===== src/rtl/gcc_pkg.sv =====
// ----------------------------------------------------------------------------
// gcc_pkg
// Shared types, codes and helpers for the two-player game clock.
// ----------------------------------------------------------------------------
package gcc_pkg;

    localparam int TimeW  = 32;
    localparam int MovesW = 16;
    localparam int CfgIdxW = 3;

    typedef logic [TimeW-1:0]  t_time;
    typedef logic [MovesW-1:0] t_moves;
    typedef logic [1:0]        t_side;
    typedef logic [1:0]        t_cmd;
    typedef logic [2:0]        t_mode;

    // Commands
    localparam t_cmd CMD_TICK  = 2'd0;
    localparam t_cmd CMD_PRESS = 2'd1;
    localparam t_cmd CMD_LOAD  = 2'd2;

    // Player codes
    localparam t_side SIDE_NONE  = 2'd0;
    localparam t_side SIDE_LEFT  = 2'd1;
    localparam t_side SIDE_RIGHT = 2'd2;

    // Time-control modes
    localparam t_mode MODE_SUDDEN       = 3'd0;
    localparam t_mode MODE_PER_MOVE_ADD = 3'd1;
    localparam t_mode MODE_GRACE        = 3'd2;
    localparam t_mode MODE_TRANSFER     = 3'd3;
    localparam t_mode MODE_CAPPED_ADD   = 3'd4;
    localparam t_mode MODE_STAGED       = 3'd5;

    // Configuration register indexes
    localparam logic [CfgIdxW-1:0] REG_CLOCK_MODE     = 3'd0;
    localparam logic [CfgIdxW-1:0] REG_BONUS          = 3'd1;
    localparam logic [CfgIdxW-1:0] REG_FIRST_CAP      = 3'd2;
    localparam logic [CfgIdxW-1:0] REG_SECOND_CAP     = 3'd3;
    localparam logic [CfgIdxW-1:0] REG_MID_INC        = 3'd4;
    localparam logic [CfgIdxW-1:0] REG_LATE_INC       = 3'd5;
    localparam logic [CfgIdxW-1:0] REG_FIRST_CAP_BON  = 3'd6;
    localparam logic [CfgIdxW-1:0] REG_SECOND_CAP_BON = 3'd7;

    localparam t_moves MOVES_MAX = '1;

    typedef struct packed {
        t_mode  clock_mode;
        t_time  bonus_ms;
        t_moves first_cap_moves;
        t_moves second_cap_moves;
        t_time  mid_increment_ms;
        t_time  late_increment_ms;
        t_time  first_cap_bonus_ms;
        t_time  second_cap_bonus_ms;
    } t_cfg;

    typedef struct packed {
        t_time  left_remaining;
        t_time  right_remaining;
        t_moves left_moves;
        t_moves right_moves;
        t_side  active_side;
        t_time  grace_left;
        t_side  outcome;
    } t_state;

    // Add two times, saturating at the all-ones value
    function automatic t_time sat_add(input t_time a, input t_time b);
        logic [TimeW:0] sum;
        sum = {1'b0, a} + {1'b0, b};
        return sum[TimeW] ? '1 : sum[TimeW-1:0];
    endfunction

endpackage


===== src/rtl/gcc_cfg.sv =====
// ----------------------------------------------------------------------------
// gcc_cfg
// Configuration register file, written through a valid/ready channel.
// ----------------------------------------------------------------------------
module gcc_cfg (
    input  logic                        i_clk,
    input  logic                        i_rst_n,
    input  logic                        i_cfg_valid,
    output logic                        o_cfg_ready,
    input  logic [gcc_pkg::CfgIdxW-1:0] i_cfg_index,
    input  logic [31:0]                 i_cfg_data,
    output gcc_pkg::t_cfg               o_cfg
);

    gcc_pkg::t_cfg r_cfg;

    assign o_cfg_ready = 1'b1;
    assign o_cfg       = r_cfg;

    // Write one register per accepted item
    always_ff @(posedge i_clk) begin
        if (!i_rst_n) begin
            r_cfg <= '0;
        end else if (i_cfg_valid) begin
            case (i_cfg_index)
                gcc_pkg::REG_CLOCK_MODE:     r_cfg.clock_mode          <= i_cfg_data[2:0];
                gcc_pkg::REG_BONUS:          r_cfg.bonus_ms            <= i_cfg_data;
                gcc_pkg::REG_FIRST_CAP:      r_cfg.first_cap_moves     <= i_cfg_data[15:0];
                gcc_pkg::REG_SECOND_CAP:     r_cfg.second_cap_moves    <= i_cfg_data[15:0];
                gcc_pkg::REG_MID_INC:        r_cfg.mid_increment_ms    <= i_cfg_data;
                gcc_pkg::REG_LATE_INC:       r_cfg.late_increment_ms   <= i_cfg_data;
                gcc_pkg::REG_FIRST_CAP_BON:  r_cfg.first_cap_bonus_ms  <= i_cfg_data;
                gcc_pkg::REG_SECOND_CAP_BON: r_cfg.second_cap_bonus_ms <= i_cfg_data;
                default: ;
            endcase
        end
    end

endmodule


===== src/rtl/gcc_core.sv =====
// ----------------------------------------------------------------------------
// gcc_core
// Next-state logic: applies one tick, press or load to the clock state.
// ----------------------------------------------------------------------------
module gcc_core (
    input  gcc_pkg::t_cfg   i_cfg,
    input  gcc_pkg::t_state i_state,
    input  gcc_pkg::t_cmd   i_cmd,
    input  gcc_pkg::t_time  i_amount_ms,
    input  gcc_pkg::t_side  i_player_sel,
    output gcc_pkg::t_state o_state
);

    logic            mode_ok;
    logic            tick_left;
    gcc_pkg::t_time  mine;
    gcc_pkg::t_time  other;
    gcc_pkg::t_time  new_mine;
    gcc_pkg::t_time  new_other;
    gcc_pkg::t_time  new_grace;
    logic            tick_lost;
    gcc_pkg::t_time  excess;
    logic            press_left;
    gcc_pkg::t_time  tm;
    gcc_pkg::t_time  tm_inc;
    gcc_pkg::t_time  tm_cap1;
    gcc_pkg::t_time  tm_new;
    gcc_pkg::t_time  tourn_inc;
    gcc_pkg::t_moves mv_before;
    gcc_pkg::t_moves mv_new;
    logic            stepped;

    assign mode_ok = i_cfg.clock_mode <= gcc_pkg::MODE_STAGED;

    // Tick: charge elapsed time to the running side
    assign tick_left = i_state.active_side == gcc_pkg::SIDE_LEFT;
    assign mine      = tick_left ? i_state.left_remaining : i_state.right_remaining;
    assign other     = tick_left ? i_state.right_remaining : i_state.left_remaining;
    assign tick_lost = i_amount_ms > mine;
    assign excess    = i_amount_ms - i_state.grace_left;

    always_comb begin
        new_mine  = mine - i_amount_ms;
        new_other = other;
        new_grace = i_state.grace_left;
        if (tick_lost) begin
            new_mine = '0;
            if (i_cfg.clock_mode == gcc_pkg::MODE_TRANSFER) begin
                new_other = gcc_pkg::sat_add(other, mine);
            end
        end else begin
            case (i_cfg.clock_mode)
                gcc_pkg::MODE_GRACE: begin
                    if (i_amount_ms > i_state.grace_left) begin
                        new_mine  = mine - excess;
                        new_grace = '0;
                    end else begin
                        new_mine  = mine;
                        new_grace = i_state.grace_left - i_amount_ms;
                    end
                end
                gcc_pkg::MODE_TRANSFER: begin
                    new_other = gcc_pkg::sat_add(other, i_amount_ms);
                end
                gcc_pkg::MODE_CAPPED_ADD: begin
                    new_grace = (i_state.grace_left < i_amount_ms) ? '0
                              : i_state.grace_left - i_amount_ms;
                end
                default: ;
            endcase
        end
    end

    // Press: count the move and apply the mode's bonus
    assign press_left = i_player_sel == gcc_pkg::SIDE_LEFT;
    assign tm         = press_left ? i_state.left_remaining : i_state.right_remaining;
    assign mv_before  = press_left ? i_state.left_moves : i_state.right_moves;
    assign stepped    = mv_before != gcc_pkg::MOVES_MAX;
    assign mv_new     = stepped ? mv_before + gcc_pkg::t_moves'(1) : mv_before;

    always_comb begin
        if (mv_before < i_cfg.first_cap_moves) begin
            tourn_inc = i_cfg.bonus_ms;
        end else if (mv_before < i_cfg.second_cap_moves) begin
            tourn_inc = i_cfg.mid_increment_ms;
        end else begin
            tourn_inc = i_cfg.late_increment_ms;
        end
    end

    assign tm_inc  = gcc_pkg::sat_add(tm, tourn_inc);
    assign tm_cap1 = (stepped && mv_new == i_cfg.first_cap_moves)
                   ? gcc_pkg::sat_add(tm_inc, i_cfg.first_cap_bonus_ms) : tm_inc;

    always_comb begin
        tm_new = tm;
        case (i_cfg.clock_mode)
            gcc_pkg::MODE_PER_MOVE_ADD: tm_new = gcc_pkg::sat_add(tm, i_cfg.bonus_ms);
            gcc_pkg::MODE_CAPPED_ADD: begin
                if (i_cfg.bonus_ms > i_state.grace_left) begin
                    tm_new = gcc_pkg::sat_add(tm, i_cfg.bonus_ms - i_state.grace_left);
                end
            end
            gcc_pkg::MODE_STAGED: begin
                tm_new = (stepped && mv_new == i_cfg.second_cap_moves)
                       ? gcc_pkg::sat_add(tm_cap1, i_cfg.second_cap_bonus_ms) : tm_cap1;
            end
            default: ;
        endcase
    end

    // Select the command's effect
    always_comb begin
        o_state = i_state;
        case (i_cmd)
            gcc_pkg::CMD_TICK: begin
                if (mode_ok && (i_state.active_side inside
                                {gcc_pkg::SIDE_LEFT, gcc_pkg::SIDE_RIGHT})) begin
                    o_state.grace_left = new_grace;
                    if (tick_left) begin
                        o_state.left_remaining  = new_mine;
                        o_state.right_remaining = new_other;
                    end else begin
                        o_state.right_remaining = new_mine;
                        o_state.left_remaining  = new_other;
                    end
                    if (tick_lost) begin
                        o_state.outcome = tick_left ? gcc_pkg::SIDE_RIGHT : gcc_pkg::SIDE_LEFT;
                    end
                end
            end
            gcc_pkg::CMD_PRESS: begin
                if (mode_ok) begin
                    if (i_player_sel == gcc_pkg::SIDE_NONE) begin
                        o_state.active_side = gcc_pkg::SIDE_NONE;
                    end else if ((i_player_sel inside
                                  {gcc_pkg::SIDE_LEFT, gcc_pkg::SIDE_RIGHT}) && tm != '0) begin
                        if (i_cfg.clock_mode inside
                            {gcc_pkg::MODE_GRACE, gcc_pkg::MODE_CAPPED_ADD}) begin
                            o_state.grace_left = i_cfg.bonus_ms;
                        end
                        if (press_left) begin
                            o_state.left_remaining = tm_new;
                            o_state.left_moves     = mv_new;
                            o_state.active_side    = gcc_pkg::SIDE_RIGHT;
                        end else begin
                            o_state.right_remaining = tm_new;
                            o_state.right_moves     = mv_new;
                            o_state.active_side     = gcc_pkg::SIDE_LEFT;
                        end
                    end
                end
            end
            gcc_pkg::CMD_LOAD: begin
                if (i_player_sel == gcc_pkg::SIDE_LEFT) begin
                    o_state.left_remaining = i_amount_ms;
                    o_state.grace_left     = i_cfg.bonus_ms;
                end else if (i_player_sel == gcc_pkg::SIDE_RIGHT) begin
                    o_state.right_remaining = i_amount_ms;
                    o_state.grace_left      = i_cfg.bonus_ms;
                end
            end
            default: ;
        endcase
    end

endmodule


===== src/rtl/game_clock_time_control.sv =====
// ----------------------------------------------------------------------------
// game_clock_time_control
// Two-player game clock with six time-control modes.
// ----------------------------------------------------------------------------
// Usage:
//   Input channel (i_valid/o_ready) carries one command per item: an elapsed
//   tick, a player press or a load of one player's time. Each command yields
//   exactly one result item on the output channel (o_valid/i_ready) holding
//   both times, both move counts, the running side and the game result.
//   Configuration registers are written on the cfg channel, which is always
//   ready; write them only while no command is in flight.
//   A command is captured in the input register, then applied to the clock
//   state when the result slot is free; its result is valid once it is
//   committed. Throughput: one command per cycle while i_ready stays high,
//   set by combinational next-state logic that reads and writes the state
//   registers, which double as the result register. When the receiver
//   stalls, one more command waits in the input register and o_ready drops.
//   Reset (synchronous, active low) clears all state and configuration to
//   zero: times, counts, no running side, no result, sudden-death mode.
// ----------------------------------------------------------------------------
module game_clock_time_control (
    input  logic                        i_clk,
    input  logic                        i_rst_n,
    // command channel
    input  logic                        i_valid,
    output logic                        o_ready,
    input  logic [1:0]                  i_cmd,
    input  logic [31:0]                 i_amount_ms,
    input  logic [1:0]                  i_player_sel,
    // result channel
    output logic                        o_valid,
    input  logic                        i_ready,
    output logic [31:0]                 o_left_time_ms,
    output logic [31:0]                 o_right_time_ms,
    output logic [15:0]                 o_left_move_count,
    output logic [15:0]                 o_right_move_count,
    output logic [1:0]                  o_turn,
    output logic [1:0]                  o_winner,
    // configuration channel
    input  logic                        i_cfg_valid,
    output logic                        o_cfg_ready,
    input  logic [gcc_pkg::CfgIdxW-1:0] i_cfg_index,
    input  logic [31:0]                 i_cfg_data
);

    gcc_pkg::t_cfg   cfg;
    gcc_pkg::t_state r_state;
    gcc_pkg::t_state n_state;

    logic            r_in_valid;
    gcc_pkg::t_cmd   r_cmd;
    gcc_pkg::t_time  r_amount_ms;
    gcc_pkg::t_side  r_player_sel;
    logic            r_out_valid;
    logic            advance;

    gcc_cfg u_cfg (
        .i_clk       (i_clk),
        .i_rst_n     (i_rst_n),
        .i_cfg_valid (i_cfg_valid),
        .o_cfg_ready (o_cfg_ready),
        .i_cfg_index (i_cfg_index),
        .i_cfg_data  (i_cfg_data),
        .o_cfg       (cfg)
    );

    gcc_core u_core (
        .i_cfg        (cfg),
        .i_state      (r_state),
        .i_cmd        (r_cmd),
        .i_amount_ms  (r_amount_ms),
        .i_player_sel (r_player_sel),
        .o_state      (n_state)
    );

    // Move the held item into the state when the result slot frees up
    assign advance = r_in_valid && (!r_out_valid || i_ready);
    assign o_ready = !r_in_valid || advance;

    // Capture an accepted item
    always_ff @(posedge i_clk) begin
        if (!i_rst_n) begin
            r_in_valid <= 1'b0;
        end else if (o_ready) begin
            r_in_valid <= i_valid;
        end
    end

    always_ff @(posedge i_clk) begin
        if (o_ready && i_valid) begin
            r_cmd        <= i_cmd;
            r_amount_ms  <= i_amount_ms;
            r_player_sel <= i_player_sel;
        end
    end

    // Commit the new state and flag the result
    always_ff @(posedge i_clk) begin
        if (!i_rst_n) begin
            r_state     <= '0;
            r_out_valid <= 1'b0;
        end else begin
            if (advance) begin
                r_state <= n_state;
            end
            if (advance) begin
                r_out_valid <= 1'b1;
            end else if (i_ready) begin
                r_out_valid <= 1'b0;
            end
        end
    end

    assign o_valid            = r_out_valid;
    assign o_left_time_ms     = r_state.left_remaining;
    assign o_right_time_ms    = r_state.right_remaining;
    assign o_left_move_count  = r_state.left_moves;
    assign o_right_move_count = r_state.right_moves;
    assign o_turn             = r_state.active_side;
    assign o_winner           = r_state.outcome;

endmodule

===== config.mk =====
export PLATFORM = sky130hd
export DESIGN_NAME = game_clock_time_control
export DESIGN_NICKNAME = d
export VERILOG_FILES = /design/src/rtl/gcc_pkg.sv /design/src/rtl/gcc_cfg.sv /design/src/rtl/gcc_core.sv /design/src/rtl/game_clock_time_control.sv
export SDC_FILE = /design/constraint.sdc
export NUM_CORES = 2
export LEC_CHECK = 0
export BUFFER_PORTS_ARGS = -buffer_cell sky130_fd_sc_hd__buf_2
export CAP_MARGIN = 5
export CORE_ASPECT_RATIO = 0.75
export CORE_MARGIN = 3
export CORE_UTILIZATION = 24
export DETAILED_ROUTE_END_ITERATION = 6
export GPL_TIMING_DRIVEN = 0
export PLACE_DENSITY = 0.4
export SLEW_MARGIN = 30
export SYNTH_ARGS = -nofsm -noshare
export SYNTH_HDL_FRONTEND = slang
export SYNTH_SLANG_ARGS = --single-unit
export TNS_END_PERCENT = 100

===== constraint.sdc =====
create_clock -name i_clk -period 16.5 [get_ports i_clk]
set_clock_uncertainty 0.05 [all_clocks]
set_input_delay 2.475 -clock i_clk [delete_from_list [all_inputs] [get_ports i_clk]]
set_output_delay 2.475 -clock i_clk [all_outputs]
set_load 0.005 [all_outputs]

==> impl_results.md <==
* Status: finished, final reports clean
* # rows at 132
* Final antenna-violating net count at 0
* P_leak at 20.3 nW
* TritonCTS clock tree: built
* Full die area at 0.179 mm²
* Post-synthesis net count at 6,025
* Total core area at 0.173 mm²
* Placement-stage worst setup slack at -2.73 ns
* Proportion of layout cells with a drive suffix above 1 at 11.7%
* Highest net fanout along the worst path at 10
* Via count of the first global-routing pass at 40,663
* Setup Viol. Count Final at 0
* Top cells by area in the synthesized netlist: sky130_fd_sc_hd__dfxtp_1 16%, sky130_fd_sc_hd__ha_1 12%, sky130_fd_sc_hd__nand2_1 6.8%, sky130_fd_sc_hd__a21oi_1 5.3%, sky130_fd_sc_hd__o21ai_0 4.5%
* Max-cap check violation count at 0
* Endpoint arrival time on the critical path at 16.30 ns
* Critical Path Slowest Stage Cell: sky130_fd_sc_hd__a211oi_4
* Final instance count without filler cells at 8,085
* Drt via density at 5.48
* XOR/XNOR share of the synthesized area at 6.50%
* Post-synthesis simple-gate area fraction at 19.2%
* Type of the worst min-delay path: reg -> reg
* Count of port buffers added during placement at 172
* Total clock sinks at 365
* Post-CTS Hold Buffers at 0
* RSZ-0062 raised after global routing: no
* Areal power density over the cells at 68.2 mW/mm²
* Kind of start point of the critical path: register
* Area growth from synthesis to final layout at 14.0%
* Critical path required time at 16.97 ns
* Design area at 0.0477 mm²
* Number of flops mapped to enable cells by yosys at 36
* Post-layout minimum cycle time at 15.83 ns
* Mean instance size in the synthesized netlist at 7.58 µm²
* DR pass1 iterations at 6
* Pin count of the biggest net entering global routing at 25
* Endpoint class of the critical path: register
* Adder and majority gate portion of the synthesized area at 13.7%
* Worst vdd ir at 71.7 µV
* Placed Cells incl. Taps at 7,981
* Initial antenna violation count at 22
* Final Net Count at 6,269
* Synthesized instance count at 5,515
* CP delay by family, top: compound AO/OA/AOI/OAI gates
* Final max-slew violation count at 0
* Most used standard cell by instance count after synthesis: sky130_fd_sc_hd__nand2_1
* H-tree levels at 2
* Max Clock Freq at 63.2 MHz
* I/O pin cnt at 179
* Clock Tree Buf Depth at 3
* Post-Syn Area at 0.0418 mm²
* Worst Max-Slew Pin Slew at 1.10 ns
* TritonCTS Buffers at 48
* Clock Pin Slew Worst Setup and Hold Paths at 0.06 ns
* Unique masters post-synth at 106
* X dimension of the die at 488 µm
* Leading area contributor after synthesis: sky130_fd_sc_hd__dfxtp_1
* Post-synthesis sequential area ratio at 18.3%
* Wirelength per Cell at 27.8 µm
* HPWL Detailed at 189 mm
* Worst Path Class, Setup: reg -> reg
* Most instantiated flip-flop cell in the synthesis netlist: sky130_fd_sc_hd__dfxtp_1
* Placer congestion estimate at 0.969
* Portion of netlist area occupied by mux cells at 5.69%
* Post-route worst setup slack at 0.668 ns
* Yosys top cell area share at 15.8%
* Drc violations at 0
* Starting utilization of the core area at 24.2%
* Final hold violations at 0
* Number of violations reported at the end of detailed-routing iteration 0 at 5,192
* Overall routing resource usage at 24.2%
* Dominant combinational cell family by area after synthesis: compound AO/OA/AOI/OAI gates
* Cell Area, Placed at 0.0458 mm²
* Drt total wl at 225 mm
* Die Height at 367 µm
* Share of the synthesized area in compound gates (AO/OA/AOI/OAI) at 30.4%
* Post-synthesis register bit count at 365
* Yosys Warn Count at 0
* Buffers & Inverters on Critical Path at 12
* Final sum of negative setup slack at 0 ns
* Crit path largest cell delay at 0.60 ns
* DR vias at 44,308
* Post-route clock period utilization at 95.9%
* Clock root buffer: sky130_fd_sc_hd__clkbuf_16
* Share of synthesized flip-flops with an asynchronous set or reset at 0%
* Clk_lat worst skew at 0.69 ns
* Remaining max-slew budget at the tightest pin at 26.1%
* Global-route wire length before repair at 314 mm
* Gr ovfl total at 0
* Post-synth top cells: 756 x sky130_fd_sc_hd__nand2_1, 445 x sky130_fd_sc_hd__a21oi_1, 393 x sky130_fd_sc_hd__ha_1, 377 x sky130_fd_sc_hd__o21ai_0, 329 x sky130_fd_sc_hd__dfxtp_1
[through the flow]
| stage | utilization [%] | total power [mW] | hold WS, ns |
|---|---|---|---|
| 3_5_place_dp | 26.5 | 2.11 | 0.404 |
| 5_1_grt | 27.6 | 3.39 | 0.428 |
| 6_report | 27.6 | 3.25 | 0.412 |
| 4_1_cts | 27.4 | 3.23 | 0.412 |
| 3_3_place_gp | 26.3 | 2.11 | 0.397 |
| 2_1_floorplan | - | 1.70 | 0.390 |
[area by class of cell]
| cell class | instances | area [µm²] |
|---|---|---|
| sequential | 365 | 7670 |
| inverter | 209 | 785 |
| multi-input combinational | 4588 | 31900 |
| fill | 18977 | 125000 |
| clock buffer | 70 | 1410 |
| clock inverter | 18 | 184 |
| buffer | 353 | 1810 |
| timing repair buffer | 194 | 1070 |
| tap | 2278 | 2850 |
| antenna | 10 | 25.0 |
[worst min-delay path, delay by kind of cell, from the launching register on]
kind | cells | cell delay [ns]
AOI/OAI and AO/OA | 1 | 0.06
and+or+nand+nor | 1 | 0.05
DFF | 1 | 0.30
[metal layers]
layer	global-route usage, %	vias up	wire length [µm]
met3	6.86	215	22700
li1	-	20710	-
met1	36.6	21544	110000
met4	5.55	14	5890
met5	0	-	84
met2	32.9	1825	85900
[cells by family after synthesis]
| kind of cell | after synthesis |
|---|---|
| fa+ha+maj | 434 |
| simple gates | 1717 |
| buf+inv | 562 |
| compound gates | 1923 |
| xor+xnor | 296 |
| other cells | 1 |
| flops | 365 |
| mux | 217 |
[registers in the layout, indices dropped and copies added (netlist names)]
| name | cells |
|---|---|
| o_turn | 2 |
| r_state | 32 |
| o_right_time_ms | 32 |
| u_cfg.o_cfg | 195 |
| r_cmd | 2 |
| o_left_move_count | 16 |
| r_player_sel | 2 |
| o_right_move_count | 16 |
| r_amount_ms | 32 |
| r_in_valid | 1 |
| o_winner | 2 |
| o_left_time_ms | 32 |
| o_valid | 1 |
[placed cells by master (no fill, tap or decap), types with 113 or more instances in the layout]
| cell type | n |
|---|---|
| sky130_fd_sc_hd__a21boi_0 | 228 |
| sky130_fd_sc_hd__clkbuf_1 | 210 |
| sky130_fd_sc_hd__nand3_1 | 113 |
| sky130_fd_sc_hd__a21o_1 | 146 |
| sky130_fd_sc_hd__nand2_1 | 756 |
| sky130_fd_sc_hd__ha_1 | 393 |
| sky130_fd_sc_hd__buf_2 | 190 |
| sky130_fd_sc_hd__dfxtp_1 | 329 |
| sky130_fd_sc_hd__xnor2_1 | 193 |
| sky130_fd_sc_hd__a21oi_1 | 442 |
| sky130_fd_sc_hd__inv_1 | 204 |
| sky130_fd_sc_hd__buf_4 | 116 |
| sky130_fd_sc_hd__o21ai_0 | 369 |
| sky130_fd_sc_hd__nor2_1 | 313 |
| sky130_fd_sc_hd__mux2_2 | 161 |
[path summary, 6_finish.rpt]
kind,start,to,slack [ns],depth (start not counted)
worst max-delay path,r_player_sel[1]$_DFFE_PP_,o_right_time_ms[29]$_SDFFE_PN0P_,0.67,57
worst min-delay path,u_cfg.o_cfg[71]$_SDFFE_PN0P_,u_cfg.o_cfg[71]$_SDFFE_PN0P_,0.41,2
worst max register to register,r_player_sel[1]$_DFFE_PP_,o_right_time_ms[29]$_SDFFE_PN0P_,0.67,57
worst min register to register,u_cfg.o_cfg[71]$_SDFFE_PN0P_,u_cfg.o_cfg[71]$_SDFFE_PN0P_,0.41,2
[what timing repair did]
item,in CTS,in global routing
pin swaps,1,5
gates cloned,0,0
hold endpoints to repair,0,0
buffers inserted,1,3
resized for setup,22,20
endpoints found under the setup margin,64,64
[report_power, final]
group | leakage (nW) | internal (mW) | switching (mW)
logic | 16.5 | 0.405 | 0.747
registers | 3.02 | 0.923 | 0.0697
clock network | 0.776 | 0.626 | 0.480
total | 20.3 | 1.95 | 1.30
No activity file was read; power rests on OpenSTA's default activity.
